[config.mk]
export PLATFORM = sky130hd
export DESIGN_NAME = longest_increasing_subsequence_length_top
export DESIGN_NICKNAME = d
export VERILOG_FILES = /design/src/rtl/lis_pkg.sv /design/src/rtl/longest_increasing_subsequence_length_top.sv /design/src/rtl/lis_cell.sv
export SDC_FILE = /design/constraint.sdc
export NUM_CORES = 2
export LEC_CHECK = 0
export BUFFER_PORTS_ARGS = -buffer_cell sky130_fd_sc_hd__buf_2
export CORE_ASPECT_RATIO = 0.9
export CORE_MARGIN = 4
export CORE_UTILIZATION = 58
export DETAILED_ROUTE_END_ITERATION = 7
export GPL_TIMING_DRIVEN = 1
export PLACE_DENSITY = 0.83
export SKIP_LAST_GASP = 1
export SLEW_MARGIN = 20
export SYNTH_ARGS = -nofsm -noshare
export SYNTH_HDL_FRONTEND = slang
export SYNTH_SLANG_ARGS = --single-unit
[constraint.sdc]
create_clock -name aclk -period 8.65 [get_ports aclk]
set_input_delay 1.73 -clock aclk [delete_from_list [all_inputs] [get_ports aclk]]
set_output_delay 1.73 -clock aclk [all_outputs]
set_load 0.01 [all_outputs]
[src/rtl/lis_pkg.sv]
// Shared constants and types for the increasing-run length block.
package lis_pkg;

    localparam int MAX_LEN     = 64;
    localparam int VALUE_WIDTH = 32;
    localparam int SAMPLE_W    = 32;
    localparam int RUN_W       = 7;
    localparam int RUN_MAX     = (1 << RUN_W) - 1;
    localparam int COUNT_W     = $clog2(MAX_LEN + 1);
    localparam int LEN_W       = (COUNT_W > RUN_W) ? COUNT_W : RUN_W;

    typedef logic signed [VALUE_WIDTH-1:0] tail_t;
    typedef logic [COUNT_W-1:0]            count_t;

    // Per-cell status handed to the neighbor and to the top level.
    typedef struct packed {
        logic pass;    // cell holds a tail below the key
        logic write;   // cell takes the key this cycle
        logic append;  // cell takes the key as a new tail
    } cell_stat_t;

endpackage

[src/rtl/longest_increasing_subsequence_length_top.sv]
// Longest strictly increasing subsequence length, chain of tail cells.
// The result is registered when the item is accepted.
// Throughput: one item per cycle while the receiver takes each result; all cells compare the key in parallel and
// the first non-passing cell takes it in the same cycle.
// Reset: synchronous active-low aresetn clears the fill count and the output
// valid flag; tails and result data are not cleared, tails are only read below the fill count.
module longest_increasing_subsequence_length_top (
    input  logic                           aclk,
    input  logic                           aresetn,
    input  logic                           s_valid,
    output logic                           s_ready,
    input  logic [lis_pkg::SAMPLE_W-1:0]   s_sample_value,
    input  logic                           s_start_sequence,
    output logic                           m_valid,
    input  logic                           m_ready,
    output logic [lis_pkg::RUN_W-1:0]      m_run_length,
    output logic                           m_overflow
);

    lis_pkg::count_t                   fill_reg;
    lis_pkg::count_t                   fill_next;
    lis_pkg::count_t                   fill_eff;
    logic                              m_valid_reg;
    logic                              m_valid_next;
    logic [lis_pkg::RUN_W-1:0]         run_reg;
    logic [lis_pkg::RUN_W-1:0]         run_next;
    logic                              ovf_reg;
    logic                              ovf_next;
    logic                              in_accept;
    lis_pkg::tail_t                    key;
    lis_pkg::cell_stat_t               stat [lis_pkg::MAX_LEN];
    logic [lis_pkg::MAX_LEN-1:0]       append_vec;
    logic [lis_pkg::MAX_LEN-1:0]       write_vec;
    logic                              grow;
    logic [lis_pkg::LEN_W-1:0]         fill_wide;

    assign s_ready   = !m_valid_reg || m_ready;
    assign in_accept = s_valid && s_ready;
    assign key       = lis_pkg::VALUE_WIDTH'($signed(s_sample_value));
    assign fill_eff  = s_start_sequence ? '0 : fill_reg;

    for (genvar i = 0; i < lis_pkg::MAX_LEN; i++) begin : g_cell
        logic prev_pass;
        logic valid;

        if (i == 0) begin : g_head
            assign prev_pass = 1'b1;
        end else begin : g_link
            assign prev_pass = stat[i-1].pass;
        end

        assign valid = lis_pkg::COUNT_W'(i) < fill_eff;

        lis_cell u_cell (
            .aclk      (aclk),
            .upd       (in_accept),
            .key       (key),
            .valid     (valid),
            .prev_pass (prev_pass),
            .stat      (stat[i])
        );

        assign append_vec[i] = stat[i].append;
        assign write_vec[i]  = stat[i].write;
    end

    // Every cell passes only when the store is full and the key is above all.
    assign ovf_next  = stat[lis_pkg::MAX_LEN-1].pass;
    assign grow      = |append_vec;
    assign fill_next = in_accept ? fill_eff + lis_pkg::COUNT_W'(grow) : fill_reg;
    assign fill_wide = lis_pkg::LEN_W'(fill_next);

    always_comb begin
        m_valid_next = m_valid_reg;
        run_next     = run_reg;
        if (in_accept) begin
            m_valid_next = 1'b1;
            if (fill_wide > lis_pkg::LEN_W'(lis_pkg::RUN_MAX)) begin
                run_next = lis_pkg::RUN_W'(lis_pkg::RUN_MAX);
            end else begin
                run_next = fill_wide[lis_pkg::RUN_W-1:0];
            end
        end else if (m_ready) begin
            m_valid_next = 1'b0;
        end
    end

    always_ff @(posedge aclk) begin
        if (!aresetn) begin
            fill_reg    <= '0;
            m_valid_reg <= 1'b0;
        end else begin
            fill_reg    <= fill_next;
            m_valid_reg <= m_valid_next;
        end
    end

    always_ff @(posedge aclk) begin
        if (in_accept) begin
            run_reg <= run_next;
            ovf_reg <= ovf_next;
        end
    end

    assign m_valid      = m_valid_reg;
    assign m_run_length = run_reg;
    assign m_overflow   = ovf_reg;

    a_fill_bound: assert property (@(posedge aclk) disable iff (!aresetn)
        fill_reg <= lis_pkg::COUNT_W'(lis_pkg::MAX_LEN))
        else $error("fill count above store depth");

    a_one_writer: assert property (@(posedge aclk) disable iff (!aresetn)
        in_accept && !ovf_next |-> $onehot(write_vec))
        else $error("not exactly one cell takes the key");

    a_ovf_no_write: assert property (@(posedge aclk) disable iff (!aresetn)
        in_accept && ovf_next |-> write_vec == '0)
        else $error("cell written on dropped append");

    a_ovf_full: assert property (@(posedge aclk) disable iff (!aresetn)
        m_valid_reg && ovf_reg |-> fill_reg == lis_pkg::COUNT_W'(lis_pkg::MAX_LEN))
        else $error("overflow reported with store not full");

    a_fill_grow: assert property (@(posedge aclk) disable iff (!aresetn)
        in_accept && !s_start_sequence |=> fill_reg >= $past(fill_reg))
        else $error("fill count shrank without start");

endmodule

[src/rtl/lis_cell.sv]
// One cell of the tails chain: holds one tail and compares it with the key.
module lis_cell (
    input  logic                 aclk,
    input  logic                 upd,
    input  lis_pkg::tail_t       key,
    input  logic                 valid,
    input  logic                 prev_pass,
    output lis_pkg::cell_stat_t  stat
);

    lis_pkg::tail_t tail_reg;
    lis_pkg::tail_t tail_next;
    logic           pass;
    logic           take;

    // The valid prefix is sorted, so pass is monotone along the chain and the
    // first cell that does not pass is the only one with a passing neighbor.
    assign pass = valid && (tail_reg < key);
    assign take = prev_pass && !pass;

    assign stat.pass   = pass;
    assign stat.write  = take;
    assign stat.append = take && !valid;

    always_comb begin
        tail_next = tail_reg;
        if (upd && take) begin
            tail_next = key;
        end
    end

    always_ff @(posedge aclk) begin
        tail_reg <= tail_next;
    end

endmodule

==> impl_metrics.ini <==
[cells_and_area]
drive_above_1_share_pct = 8.44
largest_reg_flops = 2048
areaGrowthSynthToFinish_pct = 11.4
final_cell_count_no_fill = 10497
fin_nets = 9953
final_util_pct = 65.2

[timing]
fin_skew_ns = 0.0653
min_period_ns = 6.80
tightest_slew_ns = 1.23
setup-tns-final_ns = 0
rsz0062_at_grt = false
max_freq_ghz = 0.147
slew_viol_final = 0
fin_crit_sh_pct = 78.7
hold_viol = 0
setup_viol_count_final = 0
maxSlewHeadroom_pct = 17.9

[logic_synthesis]
synth-edff-count = 2056
synth_top_cell_area_share_pct = 58.0
synthesis.area_sq_um = 106000
ys_dominant_reg_cell = edfxtp_1
ys_top_cells_by_area = edfxtp_1 58%, ha_1 23%, a21oi_1 3.1%
yosysSeqAreaShare_pct = 58.2
ys_async_sr_fraction_pct = 0
yosys-top-cells-count = 2056 x edfxtp_1, 1986 x ha_1, 652 x a21oi_1
yosysUniqueCellTypes = 84
postSynthAreaPerCell_sq_um = 14.2
ys.warnings.count = 0
syn_inst = 7467
synth_top_area_cell = edfxtp_1
syn-num-nets = 9490
synth_most_common_cell = edfxtp_1
yosys_register_bits = 2064

[global_routing]
grtUsageMet3_pct = 6.80
grt_first_pass_wirelength_mm = 453
grt_pass1_vias = 73338
grt_use_met2_pct = 49.5
grt_use_met1_pct = 43.0
grt_use_total_pct = 31.8
grt_busiest_layer = met2
overflow = 0
antenna_found_initial = 15
grt_max_degree = 65

[pwr]
p_comb_share_pct = 8.6
seqPwrFrac_pct = 51.1
p_clk_share_pct = 40.3
cell_internal_pwr_mw = 16.4
power.density_nw_per_um2 = 182
ir_worst_vdd_v = 0.000244
leakage_nw = 46.5
p_sw_share_pct = 24.1
p_switching_mw = 5.20

[place]
io_buffers = 46
gp_congestion = 1.00
place_hpwl_mm = 196
place_inst = 10129

[route]
wl_mm = 307
drt_iter0_markers = 10010
routed_via_density = 6.83
first_pass_iters = 6
routedWlPerCell_microns = 29.3
ant_nets = 0
via_count = 71698
drc = 0

[setup_path]
slowest_stage = o311ai_1
crit_type = in2reg
r2r_setup_slack_ns = 3.16
critPathLaunchType = input port
end_kind = flip-flop
crit_path_cell_trace = buf_4, inv_4, buf_4, ha_1, a21o_1, a21o_1, a21oi_1, nor2_1, o311ai_1, nand3_1, nand3b_1, a21oi_1, nor4_1, and4_1, o2111ai_1, ha_1, ha_1, nand4_1, nor2_1, or2_2, a21oi_1, a31o_2, and2_1
max_stage_delay_ns = 0.86
cp.required_ns = 9.44
crit_arrival_ns = 7.60
critPathMaxFanout = 31

[die]
core_sq_um = 182000
die_x_microns = 459
start_util_pct = 58.6
die_y_microns = 414
ios = 47
row_count = 148
die_area_sq_um = 190000

[cts]
postCtsSetupRepairBufs = 0
cts.sinks = 2064
cts_buffer_depth = 3
holdBufCountCts = 0
clock_latency_ns = 0.88
cts_htree_levels = 4
cts_buffers = 199
clkTransAtPathRegs_ns = 0.06
root_buffer = clkbuf_16
cts_resized = 0
cts_tree = done

[hold_path]
min_path_type = reg2reg

[job]
cap_viol_max_count = 0

[run_status]
status = finished, final reports clean
==> worst paths after layout <==
check,cells past startpoint,to,from
worst max-delay path,23,fill_reg[6]$_SDFF_PN0_,s_sample_value[9]
worst min-delay path,2,m_valid$_SDFFE_PN0P_,m_valid$_SDFFE_PN0P_
worst max register to register,18,fill_reg[6]$_SDFF_PN0_,fill_reg[2]$_SDFF_PN0_
worst min register to register,2,m_valid$_SDFFE_PN0P_,m_valid$_SDFFE_PN0P_
==> placed cells by master, fill, tap and decap left out, types with 89 or more instances in the layout <==
cell and count:
nand3_1 129, nand2_1 435, edfxtp_1 2056, buf_4 256, nor2_1 262, nand4_1 261, clkbuf_16 200, a21o_1 336
ha_1 1986, a211oi_1 89, a21oi_1 651, o21ai_0 300
==> power groups by stage <==
stage | logic [mW] | clock network (mW) | registers (mW)
after floorplan | 0.889 | 0 | 11.2
after global placement | 1.68 | 0 | 11.2
after detailed placement | 1.78 | 0 | 11.2
after CTS | 1.81 | 8.70 | 11.0
after global routing | 1.99 | 9.15 | 11.0
final | 1.85 | 8.69 | 11.0
==> layout make-up <==
cell class | instances | area (sq um)
well taps | 2400 | 3000
fillers | 12052 | 63200
clock buffers | 245 | 5270
repair buffers | 295 | 2480
diodes | 4 | 10.0
multi-input cells | 5297 | 44300
clock inverters | 119 | 1160
inverters | 73 | 352
flip-flops and latches | 2064 | 61900
==> critical path, delay by kind of cell <==
family / cells / cell delay [ns]
AO/OA/AOI/OAI: 8 / 1.88
AND/OR/NAND/NOR: 9 / 1.84
buffers and inverters: 3 / 1.17
adder cells (fa/ha/maj): 3 / 0.86
==> routing by layer <==
| metal | part of all wire, % | wire length [microns] | up-vias |
|---|---|---|---|
| met5 | 0.019 | 57 | - |
| met4 | 4.9 | 15200 | 8 |
| met3 | 12 | 38100 | 933 |
| met2 | 45 | 139000 | 4623 |
| met1 | 37 | 115000 | 35007 |
| li1 | - | - | 31127 |
==> stage by stage <==
step	setup slack, ns	instance area (sq um)	hold WS [ns]	total power [mW]
detailed placement	1.17	112000	0.553	13.0
floorplan	0.467	106000	0.617	12.1
global route	1.62	119000	0.601	22.2
finish	1.85	119000	0.590	21.6
CTS	2.04	118000	0.564	21.5
global placement	1.18	112000	0.527	12.9
==> logic make-up after synthesis <==
logic type               Yosys count  share of synthesized area, %
flip-flops                      2064                          58.2
adder cells (fa/ha/maj)         1986                          23.4
AO/OA/AOI/OAI                   1761                          10.5
AND/OR/NAND/NOR                 1501                          7.14
buffers and inverters            106                         0.393
XOR/XNOR                          42                         0.346
multiplexers                       7                        0.0670
(Power assumes the default switching activity.)
